### src/sv/ohlc_fifo.sv
// ----------------------------------------------------------------------------
// ohlc_fifo
// two-entry queue between the front and back parts
// ----------------------------------------------------------------------------
module ohlc_fifo #(
  parameter int unsigned WIDTH = 8
) (
  input  logic             clk_i,
  input  logic             rst_ni,
  input  logic             push_i,
  input  logic [WIDTH-1:0] wdata_i,
  output logic             full_o,
  input  logic             pop_i,
  output logic [WIDTH-1:0] rdata_o,
  output logic             empty_o
);

  logic [WIDTH-1:0] slot_q [2];
  logic             wptr_q, rptr_q;
  logic [1:0]       cnt_q;

  assign full_o  = (cnt_q == 2'd2);
  assign empty_o = (cnt_q == 2'd0);
  assign rdata_o = slot_q[rptr_q];

  // pointers and fill count
  always_ff @(posedge clk_i or negedge rst_ni) begin
    if (!rst_ni) begin
      wptr_q <= 1'b0;
      rptr_q <= 1'b0;
      cnt_q  <= 2'd0;
    end else begin
      if (push_i) wptr_q <= ~wptr_q;
      if (pop_i)  rptr_q <= ~rptr_q;
      if (push_i && !pop_i)      cnt_q <= cnt_q + 2'd1;
      else if (pop_i && !push_i) cnt_q <= cnt_q - 2'd1;
    end
  end

  // storage
  always_ff @(posedge clk_i) begin
    if (push_i) slot_q[wptr_q] <= wdata_i;
  end

endmodule

### config.mk
export PLATFORM = sky130hd
export DESIGN_NAME = ohlc_fifo
export DESIGN_NICKNAME = d
export VERILOG_FILES = /design/src/sv/ohlc_fifo.sv
export SDC_FILE = /design/constraint.sdc
export NUM_CORES = 1
export LEC_CHECK = 0
export ABC_CLOCK_PERIOD_IN_PS = 1700
export BUFFER_PORTS_ARGS = -buffer_cell sky130_fd_sc_hd__buf_2
export CORE_AREA = 2 2 44 46
export CTS_CLUSTER_SIZE = 8
export DETAILED_ROUTE_END_ITERATION = 8
export DIE_AREA = 0 0 46 48
export HOLD_SLACK_MARGIN = 0.02
export PLACE_DENSITY = 0.7
export SYNTH_ARGS = -nofsm -noshare
export SYNTH_HDL_FRONTEND = slang
export SYNTH_SLANG_ARGS = --single-unit
export TNS_END_PERCENT = 10
### constraint.sdc
create_clock -name clk_i -period 1.7 [get_ports clk_i]
set_input_delay 0.17 -clock clk_i [delete_from_list [all_inputs] [get_ports clk_i]]
set_output_delay 0.17 -clock clk_i [all_outputs]
set_load 0.01 [all_outputs]
# Word level (Yosys, flattened, before mapping)
# Memory sizes are Yosys's and may differ from the RTL's.
# Index checks and enable logic that the tools add are counted.
dict set report totals {
  wordCells 19
  ff_bits 4
  memories 1
  out_inout_bits 10
  ramBits 16
}
dict set report op_classes {
  eq_ne 1
  reduce_logical 6
  add_sub_neg 2
  muxes 4
  n_bitwise 2
}
# memory words word_bits read_ports rd_clocked_by_memory_dff write_ports line_no
set mem_list {}
lappend mem_list {slot_q 2 8 1 0 1 18} ;# logic [WIDTH-1:0] slot_q [2];
# op n
set ops {}
lappend ops {{2-to-1 mux 2 bit} 2}
lappend ops {{adder 2 x 1 -> 2 bit, second input constant} 1}
lappend ops {{equality test 2 bit, second input constant} 1}
lappend ops {{logical AND 1 bit} 2}
lappend ops {{logical NOT 1 bit} 2}
lappend ops {{logical NOT 2 bit} 1}
lappend ops {{2-to-1 mux 1 bit} 2}
lappend ops {{NOT 1 bit} 2}
lappend ops {{nonzero test 2 bit} 1}
lappend ops {{subtractor 2 x 1 -> 2 bit, second input constant} 1}

# Longest topological paths before layout
dict set report logic_depth {
  depth_word 4
  ltp_mapped 5
}

# Least setup slack after synthesis
# No wires, ideal clock.
dict set report synth_path {
  path_kind {reg-to-reg}
  startpoint {register wptr_q}
  endpoint {memory slot_q[0][0] (enable)}
  stages_incl_launch_ff 2
  arrival_ps 789
  setup_time_ps 373
  t_required_ps 1327
  slack_ps 538
  cell_sequence {dfrtp_1 nor2b_1}
}
# element line_no
set synth_lines {}
lappend synth_lines {{start, declared} 19} ;# logic wptr_q, rptr_q;
lappend synth_lines {{start signal, assigned} 33} ;# if (push_i) wptr_q <= ~wptr_q;
lappend synth_lines {{end, declared} 18}
# No word-level cell before the write port.

# Worst setup path in the final report
dict set report layout_path {
  startpoint {register rptr_q}
  endpoint {output rdata_o[6]}
}
dict set report layout_via {
  elab_chain_len 1
}
# element line_no
set layout_lines {}
lappend layout_lines {{start, declared} 19}
lappend layout_lines {{start signal, assigned} 34} ;# if (pop_i) rptr_q <= ~rptr_q;
lappend layout_lines {{memory (2 x 8 bit)} --}
lappend layout_lines {{end, declared} 14} ;# output logic [WIDTH-1:0] rdata_o,
# No other way between the ends.

==> results.json <==
{
  "fin_cells": 84,
  "start_kind": "flip-flop",
  "drive_gt1_share_pct": 52.2,
  "cp.arrival_ps": 1380,
  "design.core.area_um2": 1690,
  "finalMaxSlewViolations": 0,
  "crit_slowest_cell": "dfrtp_1",
  "tightest_slew_ps": 369,
  "min_period_ps": 1550,
  "grt_first_pass_wirelength_um": 1580,
  "clkLatencyLatePin_ps": 280,
  "final_nets": 81,
  "cts_tree": "yes",
  "crit_type": "flip-flop to primary output",
  "cap_violations": 0,
  "grt-ovfl-total": 0,
  "cp_max_fo": 9,
  "cts_buffers": 3,
  "synthXorXnorAreaFrac_pct": 5.68,
  "yosysSeqAreaShare_pct": 75.3,
  "fill_cells": 146,
  "area_growth_syn_to_layout_pct": 21.9,
  "io_buffer_count": 21,
  "synth.distinct_cells": 12,
  "remaining_drc_errors": 0,
  "powerDensity_nw_per_um2": 1510,
  "post_cts_resized": 0,
  "synth_top_family_by_area": "multiplexers",
  "hold_ws_ps": 64.6,
  "synth_fa_ha_area_share_pct": 1.62,
  "clk_pin_slew_ps": 100,
  "ir_drop_v": 0.000726,
  "fmaxAchievable_mhz": 647,
  "synth_cells": 41,
  "cts.sinks": 20,
  "die_h_um": 48,
  "ys_ff_latch": 20,
  "firstDrtPassIters": 1,
  "fin_setup_tns_ps": 0,
  "drt-vias-per-instance": 4.80,
  "antenna_left": 0,
  "yosysWarnings": 0,
  "cp_slowest_stage_delay_ps": 580,
  "path_cells": "mux2_2, buf_2",
  "leakage_nw": 0.390,
  "root_buffer": "clkbuf_4",
  "wire_per_inst_um": 12.8,
  "vias": 403,
  "dp.cells": 79,
  "grt_usage_pct": 10.6,
  "clockBufferDepth": 2,
  "reg2reg_slack_ps": 460,
  "status": "completed",
  "floorplan.rows": 15,
  "synth-simple-area-share_pct": 3.73,
  "diodes": 0,
  "avgSynthCellArea_um2": 18.8,
  "muxShareOfSynthArea_pct": 11.7,
  "htreeDepth": 1,
  "hold_viol_final": 0,
  "rsz0062_at_grt": "false",
  "finalWirelength_um": 1070,
  "antenna_found_initial": 0,
  "syn_nets": 54,
  "drt-initial-drc-count": 0,
  "finClkSkew_ps": 2.87,
  "cp.required_ps": 1530,
  "period_share_pct": 91.0,
  "end_kind": "primary output",
  "setup_violations": 0,
  "min_path_type": "primary input to flip-flop",
  "dieArea_um2": 2210,
  "synth_compound_area_share_pct": 0,
  "synth_area_um2": 771,
  "io_pins": 22,
  "dieWidth_um": 46,
  "first_global_vias": 388,
  "start_util_pct": 45.6,
  "place.gp.congestion": 0.603,
  "grt_max_degree": 12,
  "max_slew_margin_pct": 75.4
}
power breakdown:
| group | internal, W | leakage [nW] | switching [W] |
|---|---|---|---|
| Combinational | 0.000224 | 0.172 | 0.000180 |
| Clock | 0.000130 | 0.0210 | 0.000128 |
| Sequential | 0.000665 | 0.197 | 0.0000917 |
cells in the mapped netlist:
cell,instances,area (µm²)
nor2_1,2,7.51
buf_6,1,11.3
dfrtp_1,4,100
xor2_1,4,35.0
ha_1,1,12.5
xnor2_1,1,8.76
and2b_2,1,8.76
and2_1,1,6.26
edfxtp_1,16,480
mux2_2,8,90.1
inv_1,1,3.75
nor2b_1,1,6.26
critical path: cells and delay by family, from the launching register on:
family                 cells  cell delay [ps]
muxes                      1              380
DFF                        1              580
buffers and inverters      1              140
cells by family after synthesis:
group                    count (synthesis)
XOR/XNOR                                 5
adder cells (fa/ha/maj)                  1
buffers and inverters                    2
flip-flops                              20
multiplexers                             8
AND/OR/NAND/NOR                          5
layout make-up:
| cell class | count | area (µm²) | share of cell area, % |
|---|---|---|---|
| sequential | 20 | 581 | 61.8 |
| multi-input combinational | 19 | 175 | 18.6 |
| timing repair buffer | 23 | 123 | 13.0 |
| clock buffer | 4 | 36.3 | 3.86 |
| tap | 17 | 21.3 | 2.26 |
| inverter | 1 | 3.75 | 0.399 |
final timing paths:
| kind | from | end | depth (start not counted) |
|---|---|---|---|
| setup / recovery | rptr_q | rdata_o[6] | 2 |
| hold / removal | wdata_i[6] | slot_q[0][6] | 1 |
| setup reg to reg | wptr_q | slot_q[0][1] | 2 |
| hold reg to reg | cnt_q[1] | cnt_q[1] | 1 |
| max in group asynchronous | rst_ni | rptr_q | 2 |
| min in group asynchronous | rst_ni | cnt_q[0] | 2 |
placed cells by master (no fill, tap or decap):
master	netlist	final
dlygate4sd3_1	0	1
buf_2	0	21
inv_1	1	1
edfxtp_1	16	16
and2b_2	1	1
xnor2_1	1	1
dfrtp_1	4	4
buf_4	0	1
ha_1	1	1
mux2_2	8	8
xor2_1	4	4
nor2_1	2	2
nor2b_1	1	1
clkbuf_8	0	1
and2_1	1	1
clkbuf_4	0	3
metal layers:
metal | global-route usage [%] | vias up | share of wire [%]
met1 | 10.9 | 195 | 43
met4 | 3.43 | 0 | 0
li1 | - | 197 | -
met2 | 20.0 | 11 | 50
met3 | 3.77 | 0 | 6.4
met5 | 0 | - | 0
flip-flops by register name, summed over array words and instances (netlist names):
name	count
wptr_q	1
slot_q	16
cnt_q	2
rptr_q	1
timing repair:
item | 4_1_cts | 5_1_grt
setup buffers | 0 | 0
endpoints found under the hold margin | 4 | 0
hold buffers | 1 | 0
per-stage QoR:
step,worst slack (ps),area [µm²],util (%),power (W)
global placement,470,893,52.9,0.00117
global route,55.5,940,55.6,0.00150
detailed placement,456,893,52.9,0.00118
floorplan,538,771,-,0.00104
CTS,110,940,55.6,0.00144
finish,154,940,55.6,0.00142
Note: power is estimated with default switching activity, not from simulation.
