<file path="config.mk">
export PLATFORM = sky130hd
export DESIGN_NAME = ohlc_front
export DESIGN_NICKNAME = d
export VERILOG_FILES = /design/src/sv/ohlc_pkg.sv /design/src/sv/ohlc_front.sv
export SDC_FILE = /design/constraint.sdc
export NUM_CORES = 1
export LEC_CHECK = 0
export ABC_AREA = 1
export BUFFER_PORTS_ARGS = -buffer_cell sky130_fd_sc_hd__buf_2
export CAP_MARGIN = 10
export CORE_AREA = 4 4 181 183
export CTS_CLUSTER_DIAMETER = 200
export DETAILED_ROUTE_END_ITERATION = 12
export DIE_AREA = 0 0 185 187
export GPL_ROUTABILITY_DRIVEN = 0
export HOLD_SLACK_MARGIN = 0.15
export PLACE_DENSITY = 0.73
export SETUP_SLACK_MARGIN = 0.5
export SYNTH_ARGS = -nofsm -noshare
export SYNTH_HDL_FRONTEND = slang
export SYNTH_SLANG_ARGS = --single-unit
</file>
<file path="constraint.sdc">
create_clock -name clk_i -period 6.4 [get_ports clk_i]
set_input_delay 0.96 -clock clk_i [delete_from_list [all_inputs] [get_ports clk_i]]
set_output_delay 0.96 -clock clk_i [all_outputs]
set_load 0.05 [all_outputs]
</file>
<file path="src/sv/ohlc_pkg.sv">
// ----------------------------------------------------------------------------
// ohlc_pkg
// shared widths, reset values and state types of the bar aggregator
// ----------------------------------------------------------------------------
package ohlc_pkg;

  localparam int unsigned PRICE_W      = 32;
  localparam int unsigned TIME_W       = 48;
  localparam int unsigned IVAL_W       = 32;
  localparam int unsigned OUT_IDX_W    = 12;
  localparam int unsigned NUM_BARS_DEF = 4096;
  localparam int unsigned DIV_STEPS    = TIME_W;
  localparam int unsigned STEP_W       = $clog2(DIV_STEPS);

  localparam logic [IVAL_W-1:0] INTERVAL_RST = 32'd1800000;

  typedef enum logic [1:0] {
    F_IDLE,
    F_DIV,
    F_PUSH
  } front_state_e;

  typedef enum logic [1:0] {
    B_CLEAR,
    B_IDLE,
    B_READ,
    B_UPD
  } back_state_e;

  // status from the back part to the front part
  typedef struct packed {
    logic clear_done;
  } back_status_t;

endpackage

</file>
<file path="src/sv/ohlc_front.sv">
// ----------------------------------------------------------------------------
// ohlc_front
// takes trades, fixes start time, divides elapsed time by the bar interval
// ----------------------------------------------------------------------------
module ohlc_front #(
  parameter int unsigned NUM_BARS = ohlc_pkg::NUM_BARS_DEF,
  parameter int unsigned IDX_W    = $clog2(NUM_BARS)
) (
  input  logic                         clk_i,
  input  logic                         rst_ni,
  input  logic                         cfg_we_i,
  input  logic [ohlc_pkg::IVAL_W-1:0]  cfg_wdata_i,
  input  logic                         in_valid_i,
  output logic                         in_ready_o,
  input  logic [ohlc_pkg::PRICE_W-1:0] price_i,
  input  logic [ohlc_pkg::TIME_W-1:0]  trade_time_i,
  input  ohlc_pkg::back_status_t       status_i,
  output logic                         push_o,
  output logic [ohlc_pkg::PRICE_W+IDX_W:0] entry_o,
  input  logic                         full_i
);
  import ohlc_pkg::*;

  front_state_e        state_q, state_d;
  logic [IVAL_W-1:0]   interval_q;
  logic                started_q;
  logic [TIME_W-1:0]   start_q;
  logic [TIME_W-1:0]   dvd_q, dvd_d;
  logic [IVAL_W-1:0]   rem_q, rem_d;
  logic [IVAL_W-1:0]   div_q, div_d;
  logic [STEP_W-1:0]   step_q, step_d;
  logic [PRICE_W-1:0]  price_q;
  logic                oor_q, oor_d;
  logic [TIME_W-1:0]   eff_start;
  logic [IVAL_W:0]     shifted;
  logic                qbit;
  logic                accept;
  logic                too_far;

  assign accept     = in_valid_i && in_ready_o;
  assign eff_start  = started_q ? start_q : trade_time_i;
  assign shifted    = {rem_q, dvd_q[TIME_W-1]};
  assign qbit       = (shifted >= {1'b0, div_q});
  assign too_far    = !oor_q && (dvd_q >= TIME_W'(NUM_BARS));
  assign push_o     = (state_q == F_PUSH) && !too_far && !full_i;
  assign entry_o    = {oor_q, dvd_q[IDX_W-1:0], price_q};

  // state, configuration and start time
  always_ff @(posedge clk_i or negedge rst_ni) begin
    if (!rst_ni) begin
      state_q    <= F_IDLE;
      interval_q <= INTERVAL_RST;
      started_q  <= 1'b0;
      start_q    <= '0;
    end else begin
      state_q <= state_d;
      if (cfg_we_i) interval_q <= cfg_wdata_i;
      if (accept && !started_q) begin
        started_q <= 1'b1;
        start_q   <= trade_time_i;
      end
    end
  end

  // divider datapath
  always_ff @(posedge clk_i) begin
    dvd_q  <= dvd_d;
    rem_q  <= rem_d;
    div_q  <= div_d;
    step_q <= step_d;
    oor_q  <= oor_d;
    if (accept) price_q <= price_i;
  end

  // next state, one quotient bit per cycle
  always_comb begin
    state_d    = state_q;
    dvd_d      = dvd_q;
    rem_d      = rem_q;
    div_d      = div_q;
    step_d     = step_q;
    oor_d      = oor_q;
    in_ready_o = 1'b0;
    unique case (state_q)
      F_IDLE: begin
        in_ready_o = status_i.clear_done;
        if (in_valid_i && status_i.clear_done) begin
          dvd_d  = trade_time_i - eff_start;
          rem_d  = '0;
          div_d  = (interval_q == '0) ? IVAL_W'(1) : interval_q;
          step_d = '0;
          if (trade_time_i < eff_start) begin
            oor_d   = 1'b1;
            dvd_d   = '0;
            state_d = F_PUSH;
          end else begin
            oor_d   = 1'b0;
            state_d = F_DIV;
          end
        end
      end
      F_DIV: begin
        rem_d  = qbit ? IVAL_W'(shifted - {1'b0, div_q}) : shifted[IVAL_W-1:0];
        dvd_d  = {dvd_q[TIME_W-2:0], qbit};
        step_d = step_q + STEP_W'(1);
        if (step_q == STEP_W'(DIV_STEPS - 1)) state_d = F_PUSH;
      end
      F_PUSH: begin
        if (too_far) begin
          oor_d = 1'b1;
          dvd_d = '0;
        end else if (!full_i) begin
          state_d = F_IDLE;
        end
      end
      default: state_d = F_IDLE;
    endcase
  end

endmodule

</file>
* Word level (Yosys, flattened, before mapping)
Index checks and enable logic that the tools add are counted.
** Operators by class
- Add/subtract/negate cells :: 3
- Order comparisons :: 3
- Eq/ne operators :: 8
- Muxes and demuxes :: 21
- Reduce and logical (&&, ||, !) cells :: 20
** Operators by type and width (number)
- 2-to-1 mux 48 bit :: 4
- case mux 48 bit (3 select lines) :: 1
- 2-to-1 mux 32 bit :: 2
- case mux 32 bit (2 select lines) :: 1
- >= comparator 48 x 13 -> 1 bit, second input constant :: 1
- < comparator 48 bit :: 1
- subtractor 48 bit :: 1
- >= comparator 33 x 32 -> 1 bit :: 1
- zero test 32 bit :: 1
- subtractor 32 bit :: 1
- case mux 6 bit (2 select lines) :: 1
- 2-to-1 mux 2 bit :: 5
- inequality test 2 bit, second input constant :: 5
- adder 6 x 1 -> 6 bit, second input constant :: 1
- equality test 6 bit, second input constant :: 1
- logical AND 1 bit :: 6
- 2-to-1 mux 6 bit :: 1
- case mux 2 bit (3 select lines) :: 1
- AND reduction 3 bit :: 2
- zero test 1 bit :: 4
- 2-to-1 mux 1 bit :: 4
- AND reduction 2 bit :: 2
- AND reduction 4 bit :: 1
- nonzero test 2 bit :: 2
- other kinds (5) :: 5
** Word-level totals
- Register bits after elaboration :: 234
- Bits of input ports :: 118
- Output and inout bits :: 47
- Word-level logic and storage cells :: 65

* Longest topological paths before layout
Gate-level depths: netlist of run 1.
- Depth after elaboration :: 5
- Depth in mapped cells :: 21
- Depth with buffers taken out :: 18

* Worst setup path after synthesis of run 1
No wires, ideal clock.
- Path type :: input port to flip-flop
- From :: input port in_valid_i
- To :: register dvd_q[0], enable pin
- Library setup time :: 0.454 ns
- Arrival time :: 3.154 ns
- Required time :: 5.946 ns
- Setup slack :: 2.792 ns
- Cell stages on the path :: 4
- Buffers on the path :: 0
- Cells stage by stage :: a21oi_1 > inv_1 > nand2_1 > nor2_1
** On the way
- Word-level cells in the longest chain between the ends :: 3
** RTL lines
- from (decl) :: RTL line ohlc_front.sv:13 : input logic in_valid_i,
- logical AND 1 bit :: RTL line ohlc_front.sv:87 : if (in_valid_i && status_i.clear_done) begin
- inequality test 2 bit (no source line)
- AND reduction 3 bit (no source line)
- to (signal assigned) :: RTL line ohlc_front.sv:67 : dvd_q <= dvd_d;
- to (decl) :: RTL line ohlc_front.sv:28 : logic [TIME_W-1:0] dvd_q, dvd_d;
No other way between the ends.
A chain may end at the register's enable or synchronous reset.

* Worst setup path after layout of run 1
- From :: register started_q
- To :: register dvd_q[29], data pin
** On the way
- Word-level cells in the longest chain between the ends :: 5
- Elaborated cells on any way between the ends :: 6
- Those cells by class :: 1 x add/sub; 1 x order compare; 4 x mux
** RTL lines
- from (decl) :: RTL line ohlc_front.sv:26 : logic started_q;
- from (signal assigned) :: RTL line ohlc_front.sv:53 : started_q <= 1'b0;
- from (signal assigned) :: RTL line ohlc_front.sv:59 : started_q <= 1'b1;
- 2-to-1 mux 48 bit (*) :: RTL line ohlc_front.sv:41 : assign eff_start = started_q ? start_q : trade_time_i;
- subtractor 48 bit / < comparator 48 bit (equally long branches) :: RTL line ohlc_front.sv:88, ohlc_front.sv:92
- 2-to-1 mux 48 bit (*) :: RTL line ohlc_front.sv:92 : if (trade_time_i < eff_start) begin
- 2-to-1 mux 48 bit (*) :: RTL line ohlc_front.sv:87
- case mux 48 bit (3 select lines) (*) :: RTL line ohlc_front.sv:84 : unique case (state_q)
- via dvd_d[29] :: RTL line ohlc_front.sv:28
The timed path passes the listed nets; every way through them passes the cells marked *. The select of a mux whose other input is x is not followed.

==> results.cfg, run 1 <==
[worst_setup_path]
critPathKind = flop to flop
rrSetupSlack_ns = 2.66
crit_path_max_incr_delay_ns = 0.52
cp_max_fo = 65
cp-end-kind = flop
crit_path_frequent_cell = nand2_1
crit_path_start_kind = flop
required_ns = 6.79
reg2reg_depth = 14
r2r_end = dvd_q[29]
worstPathArrival_ns = 4.13
path_buf_inv = 3
cp_slowest_cell = buf_4
rr_startpoint = started_q
critPathTopFamily = simple AND/OR/NAND/NOR gates
worstPathCellList = inv_2 -> buf_4 -> o21ai_0 -> ha_1 -> nand2_1 -> nor3_2 -> nand2_1 -> nand2_2 -> nand2_1 -> nand3_2 -> nand2_4 -> inv_6 -> nand2_1 -> o21ai_0

[layout]
antenna_cells = 0
final_cells = 2927
area_growth_pct = 10.9
final_layout_size_suffix_gt1_share_pct = 12.6
nets = 2712
multi_input_area_sq_um = 8320
design_area_sq_um = 18800
seq_area_sq_um = 6630
post-route-util_pct = 60.3
fill_cells = 2959

[logic_synthesis]
syn_area_sq_um = 17000
ys_ff_latch = 234
syn_nets = 2602
ys_warn_count = 0
ys_seq_area_share_pct = 39.0
yosys_most_used_dff = edfxtp_1
async_reset_ff_share_pct = 35.5
synth_edf_count = 151
synth.distinct_cells = 42
postSynthAreaPerCell_sq_um = 7.09
synth_cells = 2394

[clocking]
clkSlewWorstSetupHoldPaths_ns = 0.06
clock_path_buffers = 3
cts_resized = 0
cts_tree = yes
htreeDepth = 1
clk_latency_ns = 0.56
postCtsSetupRepairBufs = 0
cts_buffers = 27
hold_buffers = 0
cts.sinks = 234
cts_root_buf = clkbuf_16

[timing]
timing.fmax_ghz = 0.268
rsz0062_at_grt = false
fin_crit_sh_pct = 58.4
min_period_ns = 3.74
relSlewSlack_pct = 27.8
finClkSkew_ns = 0.0122
fin_setup_tns_ns = 0
hold_violations = 0
setup_violations = 0
tightest_slew_ns = 1.08
slew_violations = 0

[floorplan]
die_y_um = 187
die_area_sq_um = 34600
num_rows = 65
io_pins = 165
core_area_sq_um = 31200
die_x_um = 185
initial_utilization_pct = 54.4

[routing]
dr.pass1.iters = 6
routed_via_density = 5.19
routed_wirelength_mm = 43.5
drtAntennaViolNets = 0
wl_per_cell_um = 14.9
drcViolationCount = 0
drtIter0Drc = 1205
num_vias = 15200

[grt]
grt_overflow = 0
grt_pass1_vias = 14800
antenna_found_initial = 0
grt_pass1_wl_mm = 71.8
grt_use_total_pct = 25.0
grt_max_degree = 92

[place]
place_area_sq_um = 17900
port_buffers = 164
place_inst = 2877
post-dp-hpwl_mm = 34.0

[pwr]
pwr_density_cell_nw_per_um2 = 341
peakVddDrop_uv = 236
leakage_uw = 0.00960

[hold_path]
worstHoldPathType = input pin to asynchronous set/reset pin

[run_status]
outcome = finished, final reports clean

[job]
max-cap-violations = 0
-- worst reg2reg max path, stage by stage, from the launching register on --
cell     delay (ns)
dfrtp_1        0.40
inv_2          0.33
buf_4          0.53
o21ai_0        0.21
ha_1           0.45
nand2_1        0.15
nor3_2         0.34
nand2_1        0.12
nand2_2        0.12
nand2_1        0.09
nand3_2        0.17
nand2_4        0.22
inv_6          0.27
nand2_1        0.10
o21ai_0        0.08
-- area by class of cell --
| type | instances | area share, % |
|---|---|---|
| multi-input combinational | 1646 | 44.2 |
| sequential | 234 | 35.2 |
| inverter | 422 | 8.44 |
| timing repair buffer | 173 | 4.73 |
| clock buffer | 36 | 3.77 |
| tap | 402 | 2.67 |
| clock inverter | 14 | 1.06 |
-- metal layers --
layer  vias up  wire length [um]  GRT usage (%)
met5         -                 0              0
met1      6931             18600           33.4
met4         0              1830           9.15
met3       119              2370           2.68
li1       7677                 -              -
met2       472             20700           42.2
-- registers in the layout (all words and copies together) (netlist names) --
signal      flops
div_q          32
dvd_q          48
start_q        48
oor_q           1
started_q       1
step_q          6
rem_q          32
state_q         2
price_q        32
interval_q     32
-- through the flow --
stage               hold slack (ns)  total power (uW)  setup WS [ns]
finish                        0.361              6430           2.66
CTS                           0.372              6460           2.69
detailed placement            0.463              4840           2.72
global placement              0.462              4780           2.82
global route                  0.394              6870           2.28
floorplan                     0.446              4300           2.79
-- placed cells by master (no fill, tap or decap), types with 11 or more instances in the layout --
cell / n
nand3_1: 83
o21ai_1: 18
inv_1: 414
o21ai_0: 118
ha_1: 88
nand2_1: 828
nand4_1: 28
nor2_1: 228
dfrtp_1: 72
buf_2: 163
nor2_2: 11
xor2_1: 19
nand3b_1: 36
clkbuf_16: 27
a21oi_1: 51
dfstp_2: 11
xnor2_1: 21
nor3_1: 12
nand3_2: 23
mux2_2: 25
edfxtp_1: 151
-- where the power goes --
| part | internal, uW | leakage, uW | switching [uW] | total [uW] |
|---|---|---|---|---|
| combinational | 762 | 0.00663 | 1790 | 2560 |
| sequential | 2120 | 0.00252 | 167 | 2280 |
| clock | 950 | 0.000440 | 642 | 1590 |
-- Yosys cell counts, types with 3 or more instances --
cell,count,area [sq um]
nand2_2,9,56.3
nand3_2,23,230
nor2_2,9,56.3
nand2_1,829,3110
nor2_4,3,33.8
nand3_1,83,415
o21a_1,3,22.5
ha_1,88,1100
nor3_1,12,60.1
xnor2_1,21,184
a21oi_1,51,255
o21ai_2,4,35.0
nand4_1,28,175
o21bai_1,8,60.1
edfxtp_1,151,4530
nand3b_1,36,270
xor2_1,19,166
nor2_1,231,867
o21ai_1,18,90.1
buf_6,6,67.6
inv_1,415,1560
buf_4,13,97.6
dfstp_2,11,289
nor3_2,3,30.0
clkbuf_1,61,229
and2_1,3,18.8
inv_2,6,22.5
buf_2,8,40.0
o22ai_1,3,18.8
mux2_2,25,282
nor4_1,10,62.6
o21ai_0,118,591
dfrtp_1,72,1800
-- how the worst max path moves through the flow --
stage,from,depth (start not counted),slack [ns],to
after CTS,started_q,14,2.69,dvd_q[26]
after detailed placement,started_q,14,2.72,dvd_q[29]
final,started_q,14,2.66,dvd_q[29]
after floorplan,in_valid_i,4,2.79,dvd_q[0]
after global routing,started_q,18,2.28,dvd_q[29]
after global placement,started_q,14,2.82,dvd_q[30]
-- kinds of logic (layout without fill, tap and decap cells) --
family	count (synthesis)	after routing	synth area share, %
XOR/XNOR	40	40	2.06
multiplexers	25	25	1.66
adder cells (fa/ha/maj)	90	90	6.72
flip-flops	234	234	39.0
AND/OR/NAND/NOR	1283	1283	31.9
AO/OA/AOI/OAI	208	208	6.46
buffers and inverters	514	645	12.2
(Power assumes the default switching activity.)
==> inputs of run 2 (changes only) <==
- clock period: 6.4 -> 3.5 ns (I/O delays scaled with it)
==> run 2 against run 1 <==
Compared with the run above: sequential share of layout area decreased by 1.3 points; global-route usage increased by 0.22 points; via count increased by 2.3%; highest routed layer unchanged.
==> results.cfg, run 2 (synthesized netlist as in run 1, its figures left out) <==
[worst_setup_path]
critPathKind = flop to flop
r2r_end = dvd_q[17]
reg2reg_depth = 16
cp-end-kind = flop
crit_path_start_kind = flop
worstPathArrival_ns = 3.30
rr_startpoint = started_q
cp_max_fo = 7
rrSetupSlack_ns = 0.59
required_ns = 3.89

[place]
place_ws_ns = 0.339
port_buffers = 164
post-dp-hpwl_mm = 33.5

[layout]
nets = 2763
top_regs = dvd_q (48), start_q (48)
antenna_cells = 0
mostFrequentLayoutCells = 824 x nand2_1, 413 x inv_1, 224 x nor2_1, 163 x buf_2, 151 x edfxtp_1
seq_area_sq_um = 6630
area_growth_pct = 15.4
layout_commonest_cell = nand2_1
multi_input_area_sq_um = 8450
final_layout_size_suffix_gt1_share_pct = 14.4
fill_cells = 2776

[floorplan]
core_area_sq_um = 31200
die_area_sq_um = 34600
initial_utilization_pct = 54.4
die_y_um = 187
io_pins = 165
die_x_um = 185
num_rows = 65

[routing]
routed_via_density = 5.23
drtIter0Drc = 1288
num_vias = 15600
routed_wirelength_mm = 45.4
drcViolationCount = 0
wl_per_cell_um = 15.3
dr.pass1.iters = 8
drtAntennaViolNets = 0

[timing]
slew_violations = 0
fin_crit_sh_pct = 83.2
setup_violations = 0
timing.hold.ws_ns = 0.140
hold_violations = 0
rsz0062_at_grt = true
fin_setup_tns_ns = 0
finClkSkew_ns = 0.0107
relSlewSlack_pct = 29.5
fin_ws_ns = 0.588
tightest_slew_ns = 1.06
timing.fmax_ghz = 0.343
min_period_ns = 2.91

[pwr]
pwr_density_cell_nw_per_um2 = 604
peakVddDrop_uv = 384
leakage_uw = 0.00990
p_total_uw = 11800

[clocking]
clock_path_buffers = 3
cts.sinks = 234
cts_buffers = 26
clk_latency_ns = 0.54
cts_tree = yes
cts_root_buf = clkbuf_16
clkSlewWorstSetupHoldPaths_ns = 0.06
htreeDepth = 1

[grt]
antenna_found_initial = 0
grt_pass1_wl_mm = 71.9
grt_max_degree = 98
grt_overflow = 0
grt_use_total_pct = 25.2
grt_pass1_vias = 15000

[run_status]
outcome = finished, final reports clean

[job]
max-cap-violations = 0

[hold_path]
worstHoldPathType = input pin to asynchronous set/reset pin
[run 2: power breakdown]
group | total (uW) | internal [uW] | switching, uW
Combinational | 4850 | 1500 | 3350
Sequential | 4180 | 3870 | 309
Clock | 2790 | 1660 | 1130
[run 2: final cells by class]
cell class	count	share of cell area, %
clock buffers	34	3.63
well taps	402	2.57
inverters	422	8.26
flip-flops and latches	234	33.8
repair inverters	1	0.0447
multi-input cells	1647	43.1
repair buffers	223	7.71
clock inverters	13	0.843
[run 2: worst max-delay path by stage]
| stage | slack [ns] | from | cells past startpoint | end |
|---|---|---|---|---|
| floorplan | 0.63 | started_q | 19 | dvd_q[25] |
| detailed placement | 0.34 | trade_time_i[0] | 18 | dvd_q[25] |
| finish | 0.59 | started_q | 16 | dvd_q[17] |
| CTS | 0.55 | started_q | 18 | dvd_q[25] |
| global route | 0.44 | started_q | 16 | dvd_q[29] |
| global placement | 0.46 | started_q | 16 | dvd_q[26] |
[run 2: metrics by stage]
step	instance area (sq um)	util, %	std cells
final	19600	62.7	2976
after global routing	19600	62.7	2976
after CTS	19300	61.8	2963
after detailed placement	18000	57.5	2879
after global placement	18000	57.5	2879
after floorplan	17000	-	2394
[run 2: routing by layer]
layer | up-vias | share of wire [%] | GRT usage, %
li1 | 7779 | - | -
met1 | 7122 | 42 | 32.6
met2 | 513 | 48 | 43.3
met3 | 140 | 5.4 | 2.98
met4 | 0 | 4.4 | 9.63
met5 | - | 0 | 0
[run 2: what timing repair did]
item,4_1_cts,5_1_grt
gates resized for setup,8,43
setup endpoints to repair,23,45
pin swaps,2,14
hold endpoints to repair,32,0
gates cloned,3,6
hold buffers,32,0
buffers inserted,2,7
[run 2: critical path, cell delays in order, from the launching register on]
cell and delay [ns]:
dfrtp_2 0.50, inv_6 0.10, clkbuf_16 0.18, nand2_1 0.05, o21ai_0 0.09, ha_1 0.41, nand2_1 0.11, inv_1 0.11
nand2_1 0.08, nor2_1 0.21, nand2_1 0.12, nor2_1 0.12, nand2_2 0.08, nand3_4 0.14, nand2_8 0.12, buf_12 0.17
o21ai_0 0.16
==> inputs of run 3 (changes only) <==
- PLACE_DENSITY: 0.73 -> 0.76
- clock period: 3.5 -> 2.65 ns (I/O delays scaled with it)
==> run 3 against run 2 <==
Compared with the run above: fmax up 3.6%; largest power group unchanged; critical path depth increased by 1; clock skew rose by 0.012 ns; die area unchanged; the run now ends with negative setup slack left; global-route usage is 3.5 points higher; first-iteration DRC count up 8.5%.
==> results.cfg, run 3 (synthesized netlist as in run 1, its figures left out) <==
[floorplan]
io_pins = 165
initial_utilization_pct = 54.4
die_x_um = 185
die_area_sq_um = 34600
core_area_sq_um = 31200
num_rows = 65
die_y_um = 187

[pwr]
leakage_uw = 0.0108
pwr-share-comb_pct = 45.3
clkPwrFrac_pct = 21.8
p_seq_share_pct = 32.8
pwr_density_cell_nw_per_um2 = 774
netSwitchingFraction_pct = 41.3
p_sw_uw = 7080
p_int_uw = 10100
peakVddDrop_uv = 526

[routing]
drcViolationCount = 0
routed_via_density = 5.33
routed_wirelength_mm = 51.0
dr.pass1.iters = 6
wl_per_cell_um = 16.1
num_vias = 16800
drtIter0Drc = 1398
drtAntennaViolNets = 0

[worst_setup_path]
worstPathArrival_ns = 3.13
worstPathCellList = inv_4 -> buf_12 -> buf_16 -> nand2_1 -> o21ai_0 -> ha_1 -> nand2_1 -> inv_1 -> nand2_1 -> nand2_1 -> nand2_1 -> nand2_1 -> nand3b_1 -> nand2_1 -> nand3b_1 -> nand3_2 -> nand2_1
cp-startpoint = started_q
rr_startpoint = started_q
required_ns = 2.97
crit_path_start_kind = flop
cp-end-kind = flop
cp_slowest_cell = ha_1
cp_max_fo = 8
crit_path_frequent_cell = nand2_1
crit_path_max_incr_delay_ns = 0.39
critPathKind = flop to flop

[clocking]
clock_path_buffers = 3
clk_latency_ns = 0.57
cts_buffers = 28
cts_tree = yes
cts.sinks = 234
cts_root_buf = clkbuf_16
clkSlewWorstSetupHoldPaths_ns = 0.06
htreeDepth = 1

[layout]
top_regs = dvd_q (48), start_q (48)
nets = 2946
layout_commonest_cell = nand2_1
mostFrequentLayoutCells = 760 x nand2_1, 395 x inv_1, 183 x nor2_1, 161 x buf_2, 151 x edfxtp_1
final_layout_size_suffix_gt1_share_pct = 23.6
area_growth_pct = 30.5
antenna_cells = 0
final_cells = 3162
fill_cells = 2410
post-route-util_pct = 71.0

[grt]
grt_pass1_vias = 16800
grt_use_total_pct = 28.8
grt_max_degree = 98
grt_overflow = 0
grt_pass1_wl_mm = 82.2
antenna_found_initial = 1

[timing]
slew_violations = 0
fin_ws_ns = -0.162
relSlewSlack_pct = 28.5
rsz0062_at_grt = true
finClkSkew_ns = 0.0222
hold_violations = 0
min_period_ns = 2.81
fin_setup_tns_ns = -3.06
fin_crit_sh_pct = 106
tightest_slew_ns = 1.07
timing.hold.ws_ns = 0.170
timing.fmax_ghz = 0.356
setup_violations = 49

[place]
post-dp-hpwl_mm = 35.5
place_inst = 2963
place_ws_ns = -0.122
port_buffers = 164

[run_status]
outcome = complete, but fails checks
violations = negative setup slack

[hold_path]
hold_start = trade_time_i[17]
worstHoldPathType = input pin to flop

[job]
max-cap-violations = 0
run 3: what timing repair did:
action	in CTS	in global routing
setup buffers	28	1
hold buffers	111	0
gates cloned	7	0
pin swaps	63	43
hold endpoints to repair	136	0
resized for setup	200	73
setup endpoints to repair	133	156
run 3: power by group through the flow:
| stage | Clock [uW] | Sequential (uW) | Combinational [uW] |
|---|---|---|---|
| after floorplan | 0 | 5610 | 4790 |
| after global placement | 0 | 5550 | 6210 |
| after detailed placement | 0 | 5590 | 6350 |
| after CTS | 3810 | 5620 | 7320 |
| after global routing | 3970 | 5710 | 8490 |
| final | 3750 | 5640 | 7780 |
run 3: per-stage QoR:
step | power (uW) | area (sq um)
2_1_floorplan | 10400 | 17100
3_3_place_gp | 11800 | 18700
3_5_place_dp | 11900 | 18700
4_1_cts | 16800 | 21900
5_1_grt | 18200 | 22200
6_report | 17200 | 22200
run 3: path summary, 6_finish.rpt:
kind                               end  slack, ns  cells after the start
setup / recovery             dvd_q[38]      -0.16                     17
hold / removal             start_q[17]       0.17                      3
setup reg to reg             dvd_q[38]      -0.16                     17
hold reg to reg            start_q[20]       0.48                      2
max in group asynchronous  start_q[41]       1.63                      3
min in group asynchronous   start_q[3]       0.37                      2
run 3: worst max-delay path: cells and delay by family (launching register included):
kind                     cells  cell delay [ns]
buffers and inverters        4             0.47
adder cells (fa/ha/maj)      1             0.39
AND/OR/NAND/NOR             11             1.23
AO/OA/AOI/OAI                1             0.10
flip-flops                   1             0.38
run 3: metal layers:
metal | vias to the layer above | wire length (um) | share of wire, % | GRT usage [%]
met1 | 7734 | 20500 | 40 | 35.6
met2 | 734 | 24600 | 48 | 50.1
met5 | - | 13 | 0.026 | 0
li1 | 8153 | - | - | -
met3 | 222 | 3130 | 6.1 | 4.10
met4 | 2 | 2770 | 5.4 | 11.9
run 3: cell type report:
class                   instances  area [sq um]  area share [%]
repair buffers                403          3160            14.3
clock buffers                  37           786            3.55
clock inverters                15           120           0.542
flip-flops and latches        234          6630            29.9
inverters                     422          1600            7.24
multi-input cells            1646          9330            42.1
well taps                     402           503            2.27
repair inverters                3          36.3           0.164
